===== src/design/tsi_pkg.sv =====
// Package for the tabulated state interpolator: sizes, command and status codes,
// controller states and the controller/datapath command and status bundles. No dependencies.
package tsi_pkg;
	localparam int TABLE_DEPTH     = 1024;
	localparam int RATIO_FRAC_BITS = 24;
	localparam int IDX_W  = $clog2(TABLE_DEPTH);
	localparam int CNT_W  = IDX_W + 1;
	localparam int TIME_W = 48;
	localparam int POS_W  = 48;
	localparam int VEL_W  = 40;
	localparam int RAT_W  = RATIO_FRAC_BITS + 1;
	localparam int SAMP_W = TIME_W + 3 * POS_W + 3 * VEL_W;

	typedef enum logic [1:0] {
		CMD_CLEAR  = 2'd0,
		CMD_APPEND = 2'd1,
		CMD_QUERY  = 2'd2,
		CMD_NONE   = 2'd3
	} cmd_t;

	typedef enum logic [2:0] {
		ST_INTERP = 3'd0,
		ST_EXACT  = 3'd1,
		ST_RANGE  = 3'd2,
		ST_DONE   = 3'd3,
		ST_FULL   = 3'd4
	} status_t;

	typedef enum logic [3:0] {
		S_IDLE, S_APP_RD, S_APP_CHK, S_Q_RD, S_Q_WAIT, S_Q_DEC,
		S_DIV, S_MUL, S_OUT
	} state_t;

	typedef struct packed {
		logic load_item;
		logic rd_last;
		logic rd_pair;
		logic wr_sample;
		logic div_start;
		logic mul_start;
		logic set_result;
		status_t result_status;
		logic result_sel_hi;
		logic result_zero;
		logic result_interp;
		logic clear;
		logic idx_zero;
		logic idx_dec;
		logic idx_inc;
	} dp_cmd_t;

	typedef struct packed {
		cmd_t cmd;
		logic full;
		logic empty;
		logic idx_oob;
		logic has_next;
		logic idx_pos;
		logic app_low;
		logic t_lt_t0;
		logic t_eq_t0;
		logic t_eq_t1;
		logic t_le_t1;
		logic div_done;
		logic mul_done;
	} dp_stat_t;
endpackage


===== src/design/tsi_ctrl.sv =====
// Controller state machine: sequences clear, append, hunt walk, divide, multiply, output.
// Depends on tsi_pkg.
module tsi_ctrl import tsi_pkg::*; (
	input  logic     clk,
	input  logic     arst_n,
	input  logic     in_valid,
	output logic     in_ready,
	output logic     out_valid,
	input  logic     out_ready,
	input  dp_stat_t stat,
	output dp_cmd_t  cmd
);
	state_t state_q, state_d;
	logic   ov_q, ov_d;

	always_ff @(posedge clk or negedge arst_n) begin
		if (!arst_n) begin
			state_q <= S_IDLE;
			ov_q    <= 1'b0;
		end else begin
			state_q <= state_d;
			ov_q    <= ov_d;
		end
	end

	assign out_valid = ov_q;

	always_comb begin
		state_d  = state_q;
		ov_d     = ov_q && !out_ready;
		cmd      = '0;
		cmd.result_status = ST_RANGE;
		in_ready = 1'b0;
		case (state_q)
			S_IDLE: begin
				in_ready = 1'b1;
				if (in_valid) begin
					cmd.load_item = 1'b1;
					state_d = S_APP_RD;
				end
			end
			S_APP_RD: begin
				// decode latched item
				case (stat.cmd)
					CMD_CLEAR: begin
						cmd.clear = 1'b1;
						cmd.set_result = 1'b1;
						cmd.result_zero = 1'b1;
						cmd.result_status = ST_DONE;
						state_d = S_OUT;
					end
					CMD_APPEND: begin
						if (stat.full) begin
							cmd.set_result = 1'b1;
							cmd.result_zero = 1'b1;
							cmd.result_status = ST_FULL;
							state_d = S_OUT;
						end else begin
							cmd.rd_last = 1'b1;
							state_d = S_APP_CHK;
						end
					end
					CMD_QUERY: begin
						state_d = S_Q_RD;
					end
					default: begin
						cmd.set_result = 1'b1;
						cmd.result_zero = 1'b1;
						state_d = S_OUT;
					end
				endcase
			end
			S_APP_CHK: begin
				cmd.set_result = 1'b1;
				cmd.result_zero = 1'b1;
				if (!stat.empty && stat.app_low) begin
					cmd.result_status = ST_RANGE;
				end else begin
					cmd.wr_sample = 1'b1;
					cmd.result_status = ST_DONE;
				end
				state_d = S_OUT;
			end
			S_Q_RD: begin
				if (stat.idx_oob) begin
					cmd.idx_zero = 1'b1;
					cmd.set_result = 1'b1;
					cmd.result_zero = 1'b1;
					state_d = S_OUT;
				end else begin
					cmd.rd_pair = 1'b1;
					state_d = S_Q_WAIT;
				end
			end
			S_Q_WAIT: begin
				cmd.rd_pair = 1'b1;
				state_d = S_Q_DEC;
			end
			S_Q_DEC: begin
				cmd.set_result = 1'b1;
				cmd.result_zero = 1'b1;
				state_d = S_OUT;
				if (stat.has_next) begin
					if (!stat.t_lt_t0 && stat.t_le_t1) begin
						cmd.result_zero = 1'b0;
						if (stat.t_eq_t0) begin
							cmd.result_status = ST_EXACT;
						end else if (stat.t_eq_t1) begin
							cmd.result_status = ST_EXACT;
							cmd.result_sel_hi = 1'b1;
						end else begin
							cmd.set_result = 1'b0;
							cmd.div_start = 1'b1;
							state_d = S_DIV;
						end
					end else if (stat.t_lt_t0) begin
						if (stat.idx_pos) begin
							cmd.set_result = 1'b0;
							cmd.idx_dec = 1'b1;
							state_d = S_Q_RD;
						end
					end else begin
						cmd.set_result = 1'b0;
						cmd.idx_inc = 1'b1;
						state_d = S_Q_RD;
					end
				end else begin
					if (stat.t_eq_t0) begin
						cmd.result_zero = 1'b0;
						cmd.result_status = ST_EXACT;
					end else if (stat.t_lt_t0 && stat.idx_pos) begin
						cmd.set_result = 1'b0;
						cmd.idx_dec = 1'b1;
						state_d = S_Q_RD;
					end
				end
			end
			S_DIV: begin
				if (stat.div_done) begin
					cmd.mul_start = 1'b1;
					state_d = S_MUL;
				end
			end
			S_MUL: begin
				if (stat.mul_done) begin
					cmd.set_result = 1'b1;
					cmd.result_interp = 1'b1;
					cmd.result_status = ST_INTERP;
					state_d = S_OUT;
				end
			end
			S_OUT: begin
				if (!ov_q || out_ready) begin
					ov_d = 1'b1;
					state_d = S_IDLE;
				end
			end
			default: state_d = S_IDLE;
		endcase
	end
endmodule


===== config.mk =====
export PLATFORM = sky130hd
export DESIGN_NAME = tsi_ctrl
export DESIGN_NICKNAME = d
export VERILOG_FILES = /design/src/design/tsi_pkg.sv /design/src/design/tsi_ctrl.sv
export SDC_FILE = /design/constraint.sdc
export NUM_CORES = 1
export LEC_CHECK = 0
export BUFFER_PORTS_ARGS = -buffer_cell sky130_fd_sc_hd__buf_2
export CAP_MARGIN = 0
export CORE_MARGIN = 10
export CORE_UTILIZATION = 50
export CTS_BUF_LIST = sky130_fd_sc_hd__clkbuf_4
export CTS_CLUSTER_SIZE = 40
export DETAILED_ROUTE_END_ITERATION = 16
export PLACE_DENSITY = 0.87
export SETUP_SLACK_MARGIN = 0.05
export SYNTH_ARGS = -nofsm -noshare
export SYNTH_HDL_FRONTEND = slang
export SYNTH_SLANG_ARGS = --single-unit

===== constraint.sdc =====
create_clock -name clk -period 8.23 [get_ports clk]
set_input_delay 2.469 -clock clk [delete_from_list [all_inputs] [get_ports clk]]
set_output_delay 2.469 -clock clk [all_outputs]
set_load 0.05 [all_outputs]

==> results.sh, run 1 <==
export IMPL_vdd_drop_max_v=0.000156
export IMPL_yosysTopAreaCell="dfrtp_1"
export IMPL_setup_violations=0
export IMPL_cpMaxStageDelayCell="a2111oi_0"
export IMPL_core_area_um2=1330
export IMPL_dpl_hpwl_um=1760
export IMPL_p_leak_uw=0.000508
export IMPL_critPathMaxFanout=4
export IMPL_async_flop_share_pct=100
export IMPL_fmax_mhz=150
export IMPL_grt_max_degree=24
export IMPL_layout_drive_gt1_share_pct=33.1
export IMPL_synth_distinct_cells=42
export IMPL_cts_resized_gates=0
export IMPL_path_clk_slew_ns=0.04
export IMPL_crit_path_end="cmd[10]"
export IMPL_synthTopCellsByArea="dfrtp_1 17%, ha_1 8.5%, a21oi_1 4.8%"
export IMPL_cts_sinks=5
export IMPL_rsz0062_at_grt="false"
export IMPL_cts_setup_buffers=0
export IMPL_drv_cap=0
export IMPL_fin_skew_ns=0.00724
export IMPL_final_util_pct=69.9
export IMPL_postRouteAntennaNets=0
export IMPL_htreeDepth=1
export IMPL_yosys_warnings=0
export IMPL_layout_commonest_cell="buf_2"
export IMPL_wirelength_um=2160
export IMPL_max_stage_delay_ns=0.63
export IMPL_cts_tree="yes"
export IMPL_io_buffers=36
export IMPL_crit_start="stat[13]"
export IMPL_required_ns=5.76
export IMPL_syn_area_um2=733
export IMPL_syn_mean_instance_area_um2=7.19
export IMPL_routedWlPerCell_um=14.3
export IMPL_clk_insertion_delay_late_ns=0.25
export IMPL_crit_top_cell="buf_2"
export IMPL_tightest_slew_ns=0.633
export IMPL_cts_root_buf="clkbuf_4"
export IMPL_synth_sequential_area_ratio_pct=17.1
export IMPL_drc=0
export IMPL_numCtsBuffers=3
export IMPL_die_x_um=58.3
export IMPL_path_cells="buf_2, inv_1, ha_1, and2_1, o21ai_0, a2111oi_0, or3_1, buf_2"
export IMPL_antenna_found_initial=0
export IMPL_p_per_area_nw_per_um2=235
export IMPL_num_io_pins=37
export IMPL_grt_usage_pct=12.7
export IMPL_syn_num_nets=125
export IMPL_dr_pass1_iters=4
export IMPL_period_share_pct=81.1
export IMPL_r2r_start="state_q[2]$_DFFE_PN0P_"
export IMPL_regToRegSetupSlack_ns=6.32
export IMPL_mostFrequentLayoutCells="36 x buf_2, 8 x inv_1, 8 x nor2_1"
export IMPL_rows=13
export IMPL_synth_ff_type="dfrtp_1"
export IMPL_synth_ff_latch_count=5
export IMPL_critical_path_startpoint_type="input pin"
export IMPL_worstSetupPathType="input pin to output pin"
export IMPL_fin_crit_ns=6.67
export IMPL_die_y_um=58.3
export IMPL_synth_cells=102
export IMPL_drtIter0Drc=18
export IMPL_grt_pass1_vias=865
export IMPL_vias=857
export IMPL_dieArea_um2=3400
export IMPL_synth_top_cell_area_share_pct=17.1
export IMPL_r2r_end="state_q[0]$_DFFE_PN0P_"
export IMPL_gp_congestion=0.784
export IMPL_avgViaCountPerCell=5.68
export IMPL_cp_arrival_ns=4.21
export IMPL_clock_path_buffers=2
export IMPL_maxSlewViolCount=0
export IMPL_syn_to_final_growth_pct=27.1
export IMPL_grt_overflow=0
export IMPL_status="completed"
export IMPL_min_path_type="register to register"
export IMPL_relSlewSlack_pct=56.7
export IMPL_timing_setup_tns_ns=0
export IMPL_antenna_cells=0
export IMPL_grt_pass1_wl_um=3600
export IMPL_synth_edf_count=0
export IMPL_r2r_cells=4
export IMPL_end_kind="output pin"
export IMPL_final_nets=160
export IMPL_cts_hold_fix_buffers=0
export IMPL_finalHoldViolCount=0
export IMPL_initial_core_util_pct=55.0
[cells in the mapped netlist (2+ instances only)]
library cell	n
ha_1	5
nand2b_1	4
nand3b_1	3
or4_1	2
inv_1	8
nor3b_1	3
and3_1	2
nor4_1	3
a21oi_1	7
dfrtp_1	5
buf_2	2
nand2_1	7
o31ai_1	2
or3_1	2
nand3_1	2
clkbuf_1	2
and2_1	3
o21ai_0	3
nor3_1	6
nor2_1	8
or2_2	2
[power by group]
group | leakage [uW] | switching [uW] | internal (uW)
logic | 0.000424 | 92.6 | 41.2
clock network | 0.0000184 | 10.9 | 21.7
registers | 0.0000661 | 21.1 | 31.9
total | 0.000508 | 125 | 94.8
[critical path, delay by kind of cell]
family                   cells  cell delay [ns]
AO/OA/AOI/OAI                2             0.73
adder cells (fa/ha/maj)      1             0.19
buffers and inverters        3             0.48
AND/OR/NAND/NOR              2             0.33
[cell families after synthesis]
logic type | synth area share [%]
buf+inv | 8.70
fa+ha+maj | 8.53
simple gates | 43.5
flops | 17.1
compound gates | 20.8
mux | 1.37
[how the worst min path moves through the flow]
stage	startpoint	endpoint	slack [ns]	cells after the start
final	out_valid$_DFF_PN0_	out_valid$_DFF_PN0_	0.51	2
after global routing	out_valid$_DFF_PN0_	out_valid$_DFF_PN0_	0.56	2
after CTS	out_valid$_DFF_PN0_	out_valid$_DFF_PN0_	0.51	2
after detailed placement	out_valid$_DFF_PN0_	out_valid$_DFF_PN0_	0.50	2
after global placement	out_valid$_DFF_PN0_	out_valid$_DFF_PN0_	0.47	2
after floorplan	state_q[3]$_DFFE_PN0P_	state_q[0]$_DFFE_PN0P_	0.56	3
[layout make-up]
type                            instances  area (um^2)
Clock buffer                            4         30.0
Inverter                                9         33.8
Fill cell                             127          402
Sequential cell                         5          125
Timing Repair Buffer                   36          180
Multi-Input combinational cell         82          544
Tap cell                               15         18.8
[flip-flops by register name (all words and copies together), names as in the netlist]
name       flops
state_q        4
out_valid      1
[stage by stage]
stage / std cells / hold WS (ns) / total power, uW / area, um^2 / setup slack, ns
3_3_place_gp: 147 / 0.474 / 185 / 902 / 1.64
6_report: 151 / 0.512 / 219 / 932 / 1.56
2_1_floorplan: 102 / 0.563 / 156 / 733 / 1.30
3_5_place_dp: 147 / 0.504 / 188 / 902 / 1.57
4_1_cts: 151 / 0.515 / 221 / 932 / 1.57
5_1_grt: 151 / 0.564 / 235 / 932 / 1.36
[routing by layer]
layer | routed length, um | up-vias | GRT usage, %
met5 | 0 | - | 0
met4 | 40 | 0 | 8.05
met3 | 165 | 4 | 3.86
met2 | 1030 | 33 | 21.5
met1 | 927 | 383 | 13.3
li1 | - | 437 | -
Note: power is estimated with default switching activity, not from simulation.
==> inputs of run 2 (changes only) <==
CORE_UTILIZATION = 42   (was 50)
PLACE_DENSITY = 0.78   (was 0.87)
clock period = 5.75 ns   (was 8.23 ns; I/O delays follow)
==> results.sh, run 2 (synthesis results as in run 1) <==
export IMPL_status="completed"
export IMPL_drtIter0Drc=15
export IMPL_antenna_cells=0
export IMPL_layout_commonest_cell="buf_2"
export IMPL_fmax_mhz=190
export IMPL_vdd_drop_max_v=0.000155
export IMPL_avgViaCountPerCell=5.73
export IMPL_vias=876
export IMPL_numCtsBuffers=3
export IMPL_grt_usage_pct=12.2
export IMPL_post_place_ws_ns=0.525
export IMPL_critPathMaxFanout=4
export IMPL_num_io_pins=37
export IMPL_end_kind="output pin"
export IMPL_placed_cell_area_um2=905
export IMPL_period_share_pct=91.3
export IMPL_rsz0062_at_grt="false"
export IMPL_max_stage_delay_ns=0.70
export IMPL_maxSlewViolCount=0
export IMPL_seq_area_um2=125
export IMPL_core_area_um2=1690
export IMPL_cp_num_buf_inv=3
export IMPL_grt_max_degree=24
export IMPL_min_path_cells=2
export IMPL_dr_pass1_iters=4
export IMPL_tightest_slew_ns=0.697
export IMPL_regToRegSetupSlack_ns=3.90
export IMPL_dpl_hpwl_um=1850
export IMPL_htreeDepth=1
export IMPL_grt_overflow=0
export IMPL_final_nets=160
export IMPL_antenna_found_initial=0
export IMPL_drv_cap=0
export IMPL_mostFrequentLayoutCells="36 x buf_2, 8 x inv_1, 8 x nor2_1"
export IMPL_fin_ws_ns=0.498
export IMPL_cts_sinks=5
export IMPL_p_per_area_nw_per_um2=336
export IMPL_critical_path_top_delay_family="compound AO/OA/AOI/OAI gates"
export IMPL_initial_core_util_pct=43.4
export IMPL_critical_path_startpoint_type="input pin"
export IMPL_largest_reg_flops=4
export IMPL_min_from="out_valid$_DFF_PN0_"
export IMPL_r2r_end="state_q[0]$_DFFE_PN0P_"
export IMPL_layout_drive_gt1_share_pct=33.1
export IMPL_p_leak_uw=0.000508
export IMPL_routedWlPerCell_um=14.6
export IMPL_syn_to_final_growth_pct=27.5
export IMPL_drc=0
export IMPL_fin_skew_ns=0.00243
export IMPL_grt_pass1_vias=818
export IMPL_dieArea_um2=3820
export IMPL_die_x_um=61.8
export IMPL_rows=15
export IMPL_worstSetupPathType="input pin to output pin"
export IMPL_path_clk_slew_ns=0.04
export IMPL_cts_tree="yes"
export IMPL_cts_resized_gates=0
export IMPL_min_to="out_valid$_DFF_PN0_"
export IMPL_post_route_cell_area_um2=935
export IMPL_clk_insertion_delay_late_ns=0.24
export IMPL_cp_arrival_ns=3.53
export IMPL_crit_top_cell="buf_2"
export IMPL_clock_path_buffers=2
export IMPL_path_cells="buf_2, inv_1, ha_1, and2_1, o21ai_0, a2111oi_0, or3_1, buf_2"
export IMPL_relSlewSlack_pct=52.3
export IMPL_cpMaxStageDelayCell="a2111oi_0"
export IMPL_r2r_cells=4
export IMPL_setup_violations=0
export IMPL_wirelength_um=2230
export IMPL_postRouteAntennaNets=0
export IMPL_die_y_um=61.8
export IMPL_cts_setup_buffers=0
export IMPL_largest_register="state_q"
export IMPL_r2r_start="state_q[2]$_DFFE_PN0P_"
export IMPL_cts_hold_fix_buffers=0
export IMPL_cts_root_buf="clkbuf_4"
export IMPL_grt_pass1_wl_um=3550
export IMPL_finalHoldViolCount=0
export IMPL_gp_congestion=0.797
export IMPL_fin_crit_ns=5.25
export IMPL_multiInputGateArea_um2=544
export IMPL_min_path_type="register to register"
export IMPL_required_ns=4.03
export IMPL_fillers=154
export IMPL_io_buffers=36
export IMPL_timing_setup_tns_ns=0
-- run 2: worst max path at each step --
stage | startpoint | end | cells after the start
after global placement | stat[13] | cmd[10] | 8
after CTS | stat[13] | cmd[10] | 8
after global routing | stat[13] | cmd[10] | 8
after detailed placement | stat[13] | cmd[10] | 8
after floorplan | stat[5] | cmd[12] | 3
final | stat[13] | cmd[10] | 8
-- run 2: worst reg2reg max path, delay by kind of cell, from the launching register on --
kind	cells	cell delay (ns)
compound gates	1	0.22
flops	1	0.71
simple gates	3	0.82
-- run 2: per-layer routing --
layer	global-route usage (%)	vias to the layer above	wire length [um]	share of wire, %
li1	-	441	-	-
met2	20.9	27	1090	49
met4	5.73	0	19	0.85
met5	0	-	0	0
met1	13.4	406	955	43
met3	3.66	2	167	7.5
-- run 2: per-stage QoR --
stage | power [uW] | std cells | hold slack, ns | util (%)
2_1_floorplan | 224 | 102 | 0.563 | -
3_3_place_gp | 266 | 149 | 0.474 | 53.6
3_5_place_dp | 270 | 149 | 0.482 | 53.6
4_1_cts | 316 | 153 | 0.507 | 55.3
5_1_grt | 333 | 153 | 0.538 | 55.3
6_report | 314 | 153 | 0.503 | 55.3
-- run 2: area by class of cell --
type                       count  share of cell area (%)
multi-input combinational     82                    58.2
inverter                       9                    3.61
sequential                     5                    13.4
timing repair buffer          36                    19.3
clock buffer                   4                    3.21
tap                           17                    2.28
-- run 2: report_power, final --
part / leakage (uW) / internal, uW / switching [uW]
clock: 0.0000184 / 30.9 / 13.6
combinational: 0.000424 / 59.0 / 133
sequential: 0.0000661 / 45.6 / 31.6
